===== config.mk =====
export PLATFORM = sky130hd
export DESIGN_NAME = address_range_merge_table_core
export DESIGN_NICKNAME = d
export VERILOG_FILES = /design/src/rtl/armt_pkg.sv /design/src/rtl/armt_ctrl.sv /design/src/rtl/armt_dp.sv /design/src/rtl/address_range_merge_table_core.sv
export SDC_FILE = /design/constraint.sdc
export NUM_CORES = 1
export LEC_CHECK = 0
export CAP_MARGIN = 40
export CORE_MARGIN = 5
export CORE_UTILIZATION = 31
export DETAILED_ROUTE_END_ITERATION = 8
export DONT_BUFFER_PORTS = 1
export SLEW_MARGIN = 20
export SYNTH_ARGS = -nofsm -noshare
export SYNTH_HDL_FRONTEND = slang
export SYNTH_HIERARCHICAL = 1
export SYNTH_SLANG_ARGS = --single-unit
export TNS_END_PERCENT = 50

===== constraint.sdc =====
create_clock -name i_clk -period 8.5 [get_ports i_clk]
set_input_delay 0.85 -clock i_clk [delete_from_list [all_inputs] [get_ports i_clk]]
set_output_delay 0.85 -clock i_clk [all_outputs]
set_load 0.03 [all_outputs]

===== src/rtl/armt_pkg.sv =====
// Package: table size, derived widths, placement codes, FSM states, control structs.
`timescale 1ns / 1ps

package armt_pkg;

    // Number of entries in the coalesced range table (1 to 8)
    localparam int TABLE_ENTRIES = 8;
    localparam int IDX_W         = (TABLE_ENTRIES > 1) ? $clog2(TABLE_ENTRIES) : 1;
    localparam int CNT_W         = $clog2(TABLE_ENTRIES + 1);

    localparam int ADDR_W  = 32;
    localparam int PLACE_W = 2;
    localparam int SLOT_W  = 3;
    localparam int COUNT_W = 4;
    localparam int TOTAL_W = 16;

    typedef enum logic [PLACE_W-1:0] {
        PLACE_MERGE  = 2'd0,
        PLACE_APPEND = 2'd1,
        PLACE_DROP   = 2'd2
    } t_place;

    typedef enum logic [1:0] {
        ST_IDLE,
        ST_SCAN,
        ST_DONE
    } t_armt_state;

    // Controller to datapath
    typedef struct packed {
        logic load;     // latch the incoming item, clear the list if flagged
        logic advance;  // step to the next stored entry
        logic merge;    // widen the current entry
        logic append;   // write a new entry
        logic drop;     // table full, set the sticky flag
    } t_armt_cmd;

    // Datapath to controller
    typedef struct packed {
        logic scan_end; // every stored entry has been checked
        logic hit;      // item start or end falls in or next to the current entry
        logic full;     // table holds TABLE_ENTRIES entries
    } t_armt_sts;

endpackage


===== src/rtl/armt_ctrl.sv =====
// Controller: sequences the accept, the entry scan and the result handoff.
`timescale 1ns / 1ps

module armt_ctrl (
    input  logic                i_clk,
    input  logic                i_rst_n,
    input  logic                i_valid,
    input  logic                i_ready,
    input  armt_pkg::t_armt_sts i_sts,
    output logic                o_ready,
    output logic                o_valid,
    output armt_pkg::t_armt_cmd o_cmd
);

    armt_pkg::t_armt_state r_state, n_state;

    // State register
    always_ff @(posedge i_clk) begin
        if (!i_rst_n) begin
            r_state <= armt_pkg::ST_IDLE;
        end else begin
            r_state <= n_state;
        end
    end

    // Next state and commands
    always_comb begin
        n_state = r_state;
        o_cmd   = '0;
        o_ready = 1'b0;
        o_valid = 1'b0;
        case (r_state)
            armt_pkg::ST_IDLE: begin
                o_ready = 1'b1;
                if (i_valid) begin
                    o_cmd.load = 1'b1;
                    n_state    = armt_pkg::ST_SCAN;
                end
            end
            armt_pkg::ST_SCAN: begin
                if (i_sts.scan_end) begin
                    if (i_sts.full) begin
                        o_cmd.drop = 1'b1;
                    end else begin
                        o_cmd.append = 1'b1;
                    end
                    n_state = armt_pkg::ST_DONE;
                end else if (i_sts.hit) begin
                    o_cmd.merge = 1'b1;
                    n_state     = armt_pkg::ST_DONE;
                end else begin
                    o_cmd.advance = 1'b1;
                end
            end
            armt_pkg::ST_DONE: begin
                o_valid = 1'b1;
                if (i_ready) begin
                    n_state = armt_pkg::ST_IDLE;
                end
            end
            default: begin
                n_state = armt_pkg::ST_IDLE;
            end
        endcase
    end

    // At most one placement command at a time, each followed by a result
    a_one_place: assert property (@(posedge i_clk) disable iff (!i_rst_n)
        $countones({o_cmd.merge, o_cmd.append, o_cmd.drop}) <= 1)
        else $error("more than one placement command");
    a_place_in_scan: assert property (@(posedge i_clk) disable iff (!i_rst_n)
        (o_cmd.merge || o_cmd.append || o_cmd.drop) |=> o_valid)
        else $error("placement not followed by a result");
    a_load_starts_scan: assert property (@(posedge i_clk) disable iff (!i_rst_n)
        o_cmd.load |=> !o_valid && !o_ready)
        else $error("load not followed by a scan");

endmodule


===== src/rtl/armt_dp.sv =====
// Datapath: range table, entry compare and merge, list totals and result registers.
`timescale 1ns / 1ps

module armt_dp (
    input  logic                                 i_clk,
    input  logic                                 i_rst_n,
    input  armt_pkg::t_armt_cmd                  i_cmd,
    input  logic [armt_pkg::ADDR_W-1:0]          i_range_start,
    input  logic [armt_pkg::ADDR_W-1:0]          i_range_end,
    input  logic                                 i_list_first,
    output armt_pkg::t_armt_sts                  o_sts,
    output logic [armt_pkg::PLACE_W-1:0]         o_placement,
    output logic [armt_pkg::SLOT_W-1:0]          o_slot_index,
    output logic [armt_pkg::ADDR_W-1:0]          o_slot_start,
    output logic [armt_pkg::ADDR_W-1:0]          o_slot_end,
    output logic [armt_pkg::COUNT_W-1:0]         o_entry_count,
    output logic                                 o_overflowed,
    output logic [armt_pkg::TOTAL_W-1:0]         o_range_count,
    output logic [armt_pkg::ADDR_W-1:0]          o_lowest_start,
    output logic [armt_pkg::ADDR_W-1:0]          o_highest_end
);

    localparam logic [armt_pkg::CNT_W-1:0] FULL_CNT = armt_pkg::CNT_W'(armt_pkg::TABLE_ENTRIES);

    // Table storage, not reset: entries below r_used are always written
    logic [armt_pkg::ADDR_W-1:0]  r_starts [armt_pkg::TABLE_ENTRIES];
    logic [armt_pkg::ADDR_W-1:0]  r_ends   [armt_pkg::TABLE_ENTRIES];

    logic [armt_pkg::ADDR_W-1:0]  r_s, r_e;
    logic [armt_pkg::CNT_W-1:0]   r_idx;
    logic [armt_pkg::CNT_W-1:0]   r_used;
    logic                         r_full;
    logic [armt_pkg::TOTAL_W-1:0] r_cnt;
    logic [armt_pkg::ADDR_W-1:0]  r_min, r_max;
    armt_pkg::t_place             r_place;
    logic [armt_pkg::SLOT_W-1:0]  r_slot;
    logic [armt_pkg::ADDR_W-1:0]  r_slot_s, r_slot_e;

    logic [armt_pkg::IDX_W-1:0]   w_rd_idx, w_wr_idx;
    logic [armt_pkg::ADDR_W-1:0]  w_es, w_ee, w_ee_up, w_es_dn;
    logic [armt_pkg::ADDR_W-1:0]  w_new_s, w_new_e;
    logic                         w_finish;

    // Compare the item against the entry under the scan pointer
    assign w_rd_idx = r_idx[armt_pkg::IDX_W-1:0];
    assign w_wr_idx = r_used[armt_pkg::IDX_W-1:0];
    assign w_es     = r_starts[w_rd_idx];
    assign w_ee     = r_ends[w_rd_idx];
    assign w_ee_up  = w_ee + 32'd1;
    assign w_es_dn  = w_es - 32'd1;
    assign w_new_s  = (r_s < w_es) ? r_s : w_es;
    assign w_new_e  = (r_e > w_ee) ? r_e : w_ee;
    assign w_finish = i_cmd.merge | i_cmd.append | i_cmd.drop;

    always_comb begin
        o_sts.scan_end = (r_idx >= r_used);
        o_sts.hit      = ((r_s >= w_es) && (r_s <= w_ee_up)) ||
                         ((r_e >= w_es_dn) && (r_e <= w_ee));
        o_sts.full     = (r_used >= FULL_CNT);
    end

    // Table writes
    always_ff @(posedge i_clk) begin
        if (i_cmd.merge) begin
            r_starts[w_rd_idx] <= w_new_s;
            r_ends[w_rd_idx]   <= w_new_e;
        end else if (i_cmd.append) begin
            r_starts[w_wr_idx] <= r_s;
            r_ends[w_wr_idx]   <= r_e;
        end
    end

    // Item latch and result registers
    always_ff @(posedge i_clk) begin
        if (i_cmd.load) begin
            r_s <= i_range_start;
            r_e <= i_range_end;
        end
        if (i_cmd.merge) begin
            r_place  <= armt_pkg::PLACE_MERGE;
            r_slot   <= armt_pkg::SLOT_W'(r_idx);
            r_slot_s <= w_new_s;
            r_slot_e <= w_new_e;
        end else if (i_cmd.append) begin
            r_place  <= armt_pkg::PLACE_APPEND;
            r_slot   <= armt_pkg::SLOT_W'(r_used);
            r_slot_s <= r_s;
            r_slot_e <= r_e;
        end else if (i_cmd.drop) begin
            r_place  <= armt_pkg::PLACE_DROP;
            r_slot   <= '0;
            r_slot_s <= '0;
            r_slot_e <= '0;
        end
    end

    // Scan pointer, fill count and list totals
    always_ff @(posedge i_clk) begin
        if (!i_rst_n) begin
            r_idx  <= '0;
            r_used <= '0;
            r_full <= 1'b0;
            r_cnt  <= '0;
            r_min  <= '1;
            r_max  <= '0;
        end else if (i_cmd.load) begin
            r_idx <= '0;
            if (i_list_first) begin
                r_used <= '0;
                r_full <= 1'b0;
                r_cnt  <= '0;
                r_min  <= '1;
                r_max  <= '0;
            end
        end else begin
            if (i_cmd.advance) begin
                r_idx <= r_idx + armt_pkg::CNT_W'(1);
            end
            if (i_cmd.append) begin
                r_used <= r_used + armt_pkg::CNT_W'(1);
            end
            if (i_cmd.drop) begin
                r_full <= 1'b1;
            end
            if (w_finish) begin
                if (r_cnt != '1) begin
                    r_cnt <= r_cnt + armt_pkg::TOTAL_W'(1);
                end
                if (r_s < r_min) begin
                    r_min <= r_s;
                end
                if (r_e > r_max) begin
                    r_max <= r_e;
                end
            end
        end
    end

    assign o_placement    = r_place;
    assign o_slot_index   = r_slot;
    assign o_slot_start   = r_slot_s;
    assign o_slot_end     = r_slot_e;
    assign o_entry_count  = armt_pkg::COUNT_W'(r_used);
    assign o_overflowed   = r_full;
    assign o_range_count  = r_cnt;
    assign o_lowest_start = r_min;
    assign o_highest_end  = r_max;

    // Fill count never passes the table size
    a_used_bound: assert property (@(posedge i_clk) disable iff (!i_rst_n)
        r_used <= FULL_CNT)
        else $error("fill count beyond table size");
    // Append only when room; a drop sets the full flag
    a_append_room: assert property (@(posedge i_clk) disable iff (!i_rst_n)
        i_cmd.append |-> (r_used < FULL_CNT))
        else $error("append into a full table");
    a_drop_full: assert property (@(posedge i_clk) disable iff (!i_rst_n)
        i_cmd.drop |=> r_full)
        else $error("drop did not set the full flag");

endmodule


===== src/rtl/address_range_merge_table_core.sv =====
// Top level: coalesced watch range table, controller plus datapath.
// Sequence: after the accept edge the scan steps through the stored entries in
//   order, ending on the first match, or on one step past the last entry; then o_valid.
// Flow: one item at a time; the next item is taken the cycle after the
//   result is accepted.
// Reset: clears state, counts, full flag, totals (lowest start to all ones);
//   table contents are not cleared and are read only below the fill count.
`timescale 1ns / 1ps

module address_range_merge_table_core (
    input  logic                          i_clk,
    input  logic                          i_rst_n,
    input  logic                          i_valid,
    output logic                          o_ready,
    input  logic [armt_pkg::ADDR_W-1:0]   i_range_start,
    input  logic [armt_pkg::ADDR_W-1:0]   i_range_end,
    input  logic                          i_list_first,
    output logic                          o_valid,
    input  logic                          i_ready,
    output logic [armt_pkg::PLACE_W-1:0]  o_placement,
    output logic [armt_pkg::SLOT_W-1:0]   o_slot_index,
    output logic [armt_pkg::ADDR_W-1:0]   o_slot_start,
    output logic [armt_pkg::ADDR_W-1:0]   o_slot_end,
    output logic [armt_pkg::COUNT_W-1:0]  o_entry_count,
    output logic                          o_overflowed,
    output logic [armt_pkg::TOTAL_W-1:0]  o_range_count,
    output logic [armt_pkg::ADDR_W-1:0]   o_lowest_start,
    output logic [armt_pkg::ADDR_W-1:0]   o_highest_end
);

    armt_pkg::t_armt_cmd w_cmd;
    armt_pkg::t_armt_sts w_sts;

    // Sequencer
    armt_ctrl u_ctrl (
        .i_clk   (i_clk),
        .i_rst_n (i_rst_n),
        .i_valid (i_valid),
        .i_ready (i_ready),
        .i_sts   (w_sts),
        .o_ready (o_ready),
        .o_valid (o_valid),
        .o_cmd   (w_cmd)
    );

    // Table and totals
    armt_dp u_dp (
        .i_clk          (i_clk),
        .i_rst_n        (i_rst_n),
        .i_cmd          (w_cmd),
        .i_range_start  (i_range_start),
        .i_range_end    (i_range_end),
        .i_list_first   (i_list_first),
        .o_sts          (w_sts),
        .o_placement    (o_placement),
        .o_slot_index   (o_slot_index),
        .o_slot_start   (o_slot_start),
        .o_slot_end     (o_slot_end),
        .o_entry_count  (o_entry_count),
        .o_overflowed   (o_overflowed),
        .o_range_count  (o_range_count),
        .o_lowest_start (o_lowest_start),
        .o_highest_end  (o_highest_end)
    );

    // The block never takes an item while a result is pending
    a_no_overlap: assert property (@(posedge i_clk) disable iff (!i_rst_n)
        !(o_ready && o_valid))
        else $error("input ready while result pending");
    // A dropped item always shows the sticky overflow
    a_drop_flag: assert property (@(posedge i_clk) disable iff (!i_rst_n)
        (o_valid && (o_placement == armt_pkg::PLACE_DROP)) |-> o_overflowed)
        else $error("drop without overflow flag");
    // An appended item lands in the last slot
    a_append_slot: assert property (@(posedge i_clk) disable iff (!i_rst_n)
        (o_valid && (o_placement == armt_pkg::PLACE_APPEND)) |->
        (o_slot_index == armt_pkg::SLOT_W'(o_entry_count - 4'd1)))
        else $error("append slot is not the last entry");
    // Every result counts at least its own item
    a_count_nonzero: assert property (@(posedge i_clk) disable iff (!i_rst_n)
        o_valid |-> (o_range_count != '0))
        else $error("result with zero range count");

endmodule

**Word-level counts from Yosys, hierarchy flattened**

Memory sizes are Yosys's and may differ from the RTL's. A register that Yosys moved wholly into a read port is not among the register bits.
Index checks and enable logic that the tools add are counted.
Widths: inputs -> output; s select.

- Memories kept: 2
- RAM bits: 512
- Output and inout port bits: 156
- Word-level logic and storage cells: 124
- Register bits: 224
- Bits of input ports: 69

- Mux-type cells: 61
- Equal/unequal tests: 7
- $lt $le $gt $ge: 10
- Add/sub/neg operators: 5
- Bitwise logic cells: 3
- Reductions and logical operators: 22

Memories:

| name | depth | bits a word | rd ports | clocked after memory_dff | write ports | RTL line | text |
|---|---|---|---|---|---|---|---|
| u_dp.r_ends | 8 | 32 | 1 | 1 | 1 | armt_dp.sv:27 | `logic [armt_pkg::ADDR_W-1:0] r_ends [armt_pkg::TABLE_ENTRIES];` |
| u_dp.r_starts | 8 | 32 | 1 | 1 | 1 | armt_dp.sv:26 | `logic [armt_pkg::ADDR_W-1:0] r_starts [armt_pkg::TABLE_ENTRIES];` |

Operator list:

| operator | count |
|---|---|
| $mux 32 | 17 |
| $ge 32x32->1 | 2 |
| $gt 32x32->1 | 2 |
| $le 32x32->1 | 2 |
| $lt 32x32->1 | 2 |
| $mux 16 | 4 |
| $reduce_or 32->1 | 2 |
| $add 32x1->32 const B | 1 |
| $sub 32x1->32 const B | 1 |
| $mux 3 | 9 |
| $mux 1 | 20 |
| $add 16x1->16 const B | 1 |
| $mux 4 | 4 |
| $ne 16x16->1 const B | 1 |
| $reduce_bool 2->1 | 7 |
| $mux 2 | 6 |
| $reduce_and 3->1 | 4 |
| $add 4x1->4 const B | 2 |
| $ne 2x2->1 const B | 3 |
| $pmux 2 s3 | 1 |
| $ge 4x4->1 | 1 |
| $ge 4x4->1 const B | 1 |
| $reduce_and 2->1 | 2 |
| $reduce_or 2->1 | 2 |
| other kinds (9) | 11 |

**Longest topological paths before layout**

- Depth after elaboration: 12
- Mapped depth: 29
- Gate-level depth less buffers: 25

**By module**

Netlist, hierarchy kept.

By module, submodules not included:

| module | cells an instance | sequential area each (µm²) | area an instance (µm²) | instances |
|---|---|---|---|---|
| armt_dp | 2,345 | 21,190.3 | 34,719.5 | 1 |
| armt_ctrl | 16 | 40.0 | 142.6 | 1 |

**Least setup slack after synthesis**

OpenSTA, ideal clock, no wires.

- Path kind: flip-flop to flip-flop
- Start point: register (tool-made name)
- End point: memory u_dp/r_ends[4][0] in the netlist's numbering (enable)
- Required time: 8,014 ps
- Slack: -44 ps
- Arrival time: 8,058 ps
- Buffers on the path: 7
- Library setup time: 486 ps
- Cell stages (with the launch flop): 26
- Clock period less this slack: 8,544 ps
- Cells stage by stage: dfxtp_1 -> buf_4 -> buf_4 -> buf_4 -> buf_6 -> buf_4 -> buf_4 -> mux2i_1 -> ha_1 -> nand4bb_1 -> or3_1 -> nor2_1 -> xor2_1 -> ha_1 -> a2111oi_0 -> o21ai_0 -> a31oi_1 -> o32ai_1 -> a211o_1 -> a221oi_1 -> o32ai_1 -> nor3b_1 -> clkbuf_1 -> a21oi_1 -> nand2_1 -> nor2_1

RTL lines:

| what | RTL line |
|---|---|
| end, declared | armt_dp.sv:27 |

==> summary.md <==
| Metric | Value |
|---|---|
| Outcome | `complete, no violations` |
| Dominant cells by area after synthesis | `edfxtp_1 55%, mux4_2 7.7%, ha_1 7.2%` |
| Worst Path Arrival | `7.74 ns` |
| Final setup TNS | `0 ns` |
| Die area | `between 0.1 and 0.15 sq mm` |
| Row count | `about 120` |
| Final Max Slew Viols | `0` |
| P&R area growth vs syn | `15.5%` |
| EDFF count, synth | `643` |
| Netlist cell types | `a little under 80` |
| Worst hold path type | `in -> reg` |
| R2R cell count | `24` |
| Max incr delay on CP | `0.71 ns` |
| DRC viols | `0` |
| Max_cap viols | `0` |
| Mapped Nets | `roughly 2600` |
| Leakage Power | `about 0.014 uW` |
| Fraction of layout cells with a size suffix above 1 | `approximately 17%` |
| Asr flop ratio synth | `0%` |
| Final Cell Area | `0.0402 sq mm` |
| Core ar. | `around 0.11 sq mm` |
| CTS tree | `yes` |
| Final WL | `102000 um` |
| First-pass GRT wire length | `147000 um` |
| Post-CTS sizing | `0` |
| CP Cell Sequence | `buf_4 > mux4_2 > mux2i_1 > inv_1 > ha_1 > nand2b_1 > and4b_1 > nand4_1 > nor3_1 > xnor2_1 > ha_1 > nand2_1 > nor2_1 > a2111oi_0 > o21ai_0 > o221ai_1 > a21oi_1 > o32ai_1 > nor3b_2 > inv_1 > nand2_1 > a31oi_1 > nor2_4 > buf_12` |
| Critical path capture point type | `register` |
| Slowest cell on the critical path | `dfxtp_4` |
| CTS Buf Count | `76` |
| GPL Wtd Cong | `~0.85` |
| PortBufs | `0` |
| Initial antenna violation count | `8` |
| Clk sinks | `between 700 and 800` |
| Post-route ant nets | `0` |
| Clk_skew | `between 0.02 and 0.03 ns` |
| Vias | `between 20000 and 25000` |
| Final HPWL DP | `between 70000 and 80000 um` |
| WL/cell | `approximately 25 um` |
| Placed Area | `0.0376 sq mm` |
| Worst slew pin tran | `0.863 ns` |
| Crit path max fanout | `36` |
| Finished Core Util | `between 30% and 40%` |
| Synthesized instance count | `~2400` |
| Synth Register Bits | `739` |
| Clock insertion delay at the later pin of the skew report | `~0.64 ns` |
| Synthesis warning total | `6` |
| Ys flop type | `edfxtp_1` |
| Detailed Route Iter0 Violations | `between 1500 and 2000` |
| H-tree levels | `3` |
| FF-to-FF setup slack | `roughly 1.1 ns` |
| Final setup viols | `0` |
| First-pass DRT Iterations | `5` |
| Cell area after synthesis | `between 0.03 and 0.04 sq mm` |
| Synth top area share | `55.4%` |
| Initial Utilization | `31.1%` |
| Pwr dens | `~210 mW/mm^2` |
| CP required | `between 8 and 9 ns` |
| Final Net Count | `2750` |
| Remaining Overflow, GRT | `0` |
| Final Hold Fails | `0` |
| Startpoint Class | `register` |
| Syn Area/Cell | `about 15 sq um` |
| Rel. slew slack | `42.3%` |
| Peak VDD IR | `around 140 uV` |
| Reg clk slew, reported paths | `around 0.06 ns` |
| CP Class | `reg -> reg` |
| Final hold slack | `~0.3 ns` |
| Tot GR Track Use | `16.6%` |
| Pwr Total | `between 8000 and 9000 uW` |
| Area leader, netlist | `edfxtp_1` |
| Hold Path Sink | `u_dp/r_s[4]` |
| FILL cells | `about 11000` |
| WHS Path Cells | `0` |
| Width of the die | `~350 um` |
| Worst R2R End | `u_dp/r_starts[7][26]` |
| Hold Crit Start | `i_range_start[4]` |
| Pin count of the biggest net entering global routing | `50` |
| Root Driver | `clkbuf_16` |
| Vias in the first global route | `about 21000` |
| RSZ-0062 raised after global routing | `false` |
| Register area share after synthesis | `60.9%` |
| Hold buffers post-CTS | `0` |
| Post CTS Setup Buffer Count | `0` |
| Highest Clock Rate | `about 0.13 GHz` |
| Clock Path Buffers | `3` |
| Via/cell ratio | `between 5 and 6` |
| Period utilization | `about 87%` |
| Die Y | `between 300 and 400 um` |
| Min Tclk post-route | `~7.4 ns` |
| IO Count | `225` |
## registers in the layout, indices dropped and copies added (netlist names), named ones only
| signal | cells |
|---|---|
| u_dp/o_slot_index | 3 |
| u_dp/o_slot_start | 32 |
| u_dp/r_starts | 256 |
| u_dp/r_idx | 4 |
| u_dp/o_lowest_start | 32 |
| u_dp/o_range_count | 16 |
| u_dp/o_slot_end | 32 |
| u_dp/o_entry_count | 4 |
| u_dp/r_ends | 256 |
| u_dp/o_placement | 2 |
| u_dp/o_highest_end | 32 |
| u_dp/o_overflowed | 1 |
| u_dp/r_e | 32 |
| u_dp/r_s | 32 |
| u_ctrl/r_state | 2 |
## synthesized netlist by cell type (all sizes together), types with 31 or more instances
| master | instances |
|---|---|
| inv | 146 |
| mux4 | 119 |
| nor2 | 157 |
| dfxtp | 96 |
| a21o | 40 |
| nor3 | 31 |
| nand2 | 124 |
| ha | 201 |
| xor2 | 34 |
| o21ai | 43 |
| mux2i | 210 |
| nand4 | 49 |
| xnor2 | 40 |
| edfxtp | 643 |
| clkbuf | 44 |
| buf | 43 |
| a21oi | 61 |
| o2bb2ai | 32 |
## metrics by stage
step / instances / worst slack [ns]
after floorplan: 2361 / -0.0443
final: 4044 / 1.09
after global placement: 3894 / 0.954
after detailed placement: 3901 / 1.07
after global routing: 4044 / 0.623
after CTS: 4042 / 1.01
## kinds of logic (layout without fill, tap and decap cells)
kind of cell	count (synthesis)	in the layout	synth area share, %
mux	338	338	14.1
buf+inv	233	415	2.95
simple gates	494	494	7.20
compound gates	282	282	5.75
fa+ha+maj	201	201	7.21
other cells	0	1	0
flops	739	739	60.9
xor+xnor	74	74	1.86
## worst max-delay path by stage
| stage | from | to | slack [ns] | cells after the start |
|---|---|---|---|---|
| floorplan | register | u_dp/r_ends[4][0] | -0.04 | 25 |
| global placement | register | u_dp/r_starts[7][25] | 0.95 | 23 |
| detailed placement | register | u_dp/r_starts[7][27] | 1.07 | 24 |
| CTS | register | u_dp/r_ends[7][23] | 1.01 | 24 |
| global route | register | u_dp/r_starts[7][21] | 0.62 | 24 |
| finish | register | u_dp/r_starts[7][26] | 1.09 | 24 |
## critical path, delay by kind of cell, from the launching register on
| family | cells | cell delay (ns) |
|---|---|---|
| compound gates | 6 | 1.55 |
| xor+xnor | 1 | 0.13 |
| fa+ha+maj | 2 | 0.53 |
| buf+inv | 4 | 1.05 |
| flops | 1 | 0.71 |
| mux | 2 | 0.90 |
| simple gates | 9 | 2.15 |
## final cells by class
cell class	instances	area, sq um	share of cell area (%)
clock inverter	42	502	1.25
multi-input combinational	1389	12700	31.6
inverter	146	548	1.36
antenna	1	2.50	0.00622
tap	1500	1880	4.66
timing repair buffer	128	1210	3.01
sequential	739	21200	52.8
clock buffer	99	2140	5.33
## cells in the final DEF (no fill, tap or decap), types with 10 or more instances in the layout
cell       instances
edfxtp_1         643
mux2i_1          204
ha_1             201
nor2_1           149
inv_1            146
nand2_1          123
mux4_2           119
buf_4            106
dfxtp_1           93
clkbuf_16         80
a21oi_1           61
nand4_1           47
xnor2_1           40
a21o_1            40
o21ai_0           39
xor2_1            34
o2bb2ai_1         32
nor3_1            29
nand3_1           22
o221a_2           20
nor2b_1           18
buf_12            18
nand2b_1          14
clkinv_2          12
clkbuf_1          12
or3_1             12
o21a_1            11
bufinv_16         10
a22oi_1           10
a211oi_1          10
## power by group
part / switching [uW] / leakage, uW / internal, uW
logic: 508 / 0.00636 / 286
registers: 182 / 0.00665 / 4120
clock network: 1430 / 0.00129 / 2100
## layer usage
layer | GRT usage [%] | wire length [um] | up-vias
met5 | 0 | 0 | -
met4 | 5.40 | 2990 | 0
met3 | 3.99 | 7800 | 140
met2 | 27.8 | 49200 | 785
met1 | 21.4 | 42400 | 10670
li1 | - | - | 9354
No activity file was read; power rests on OpenSTA's default activity.
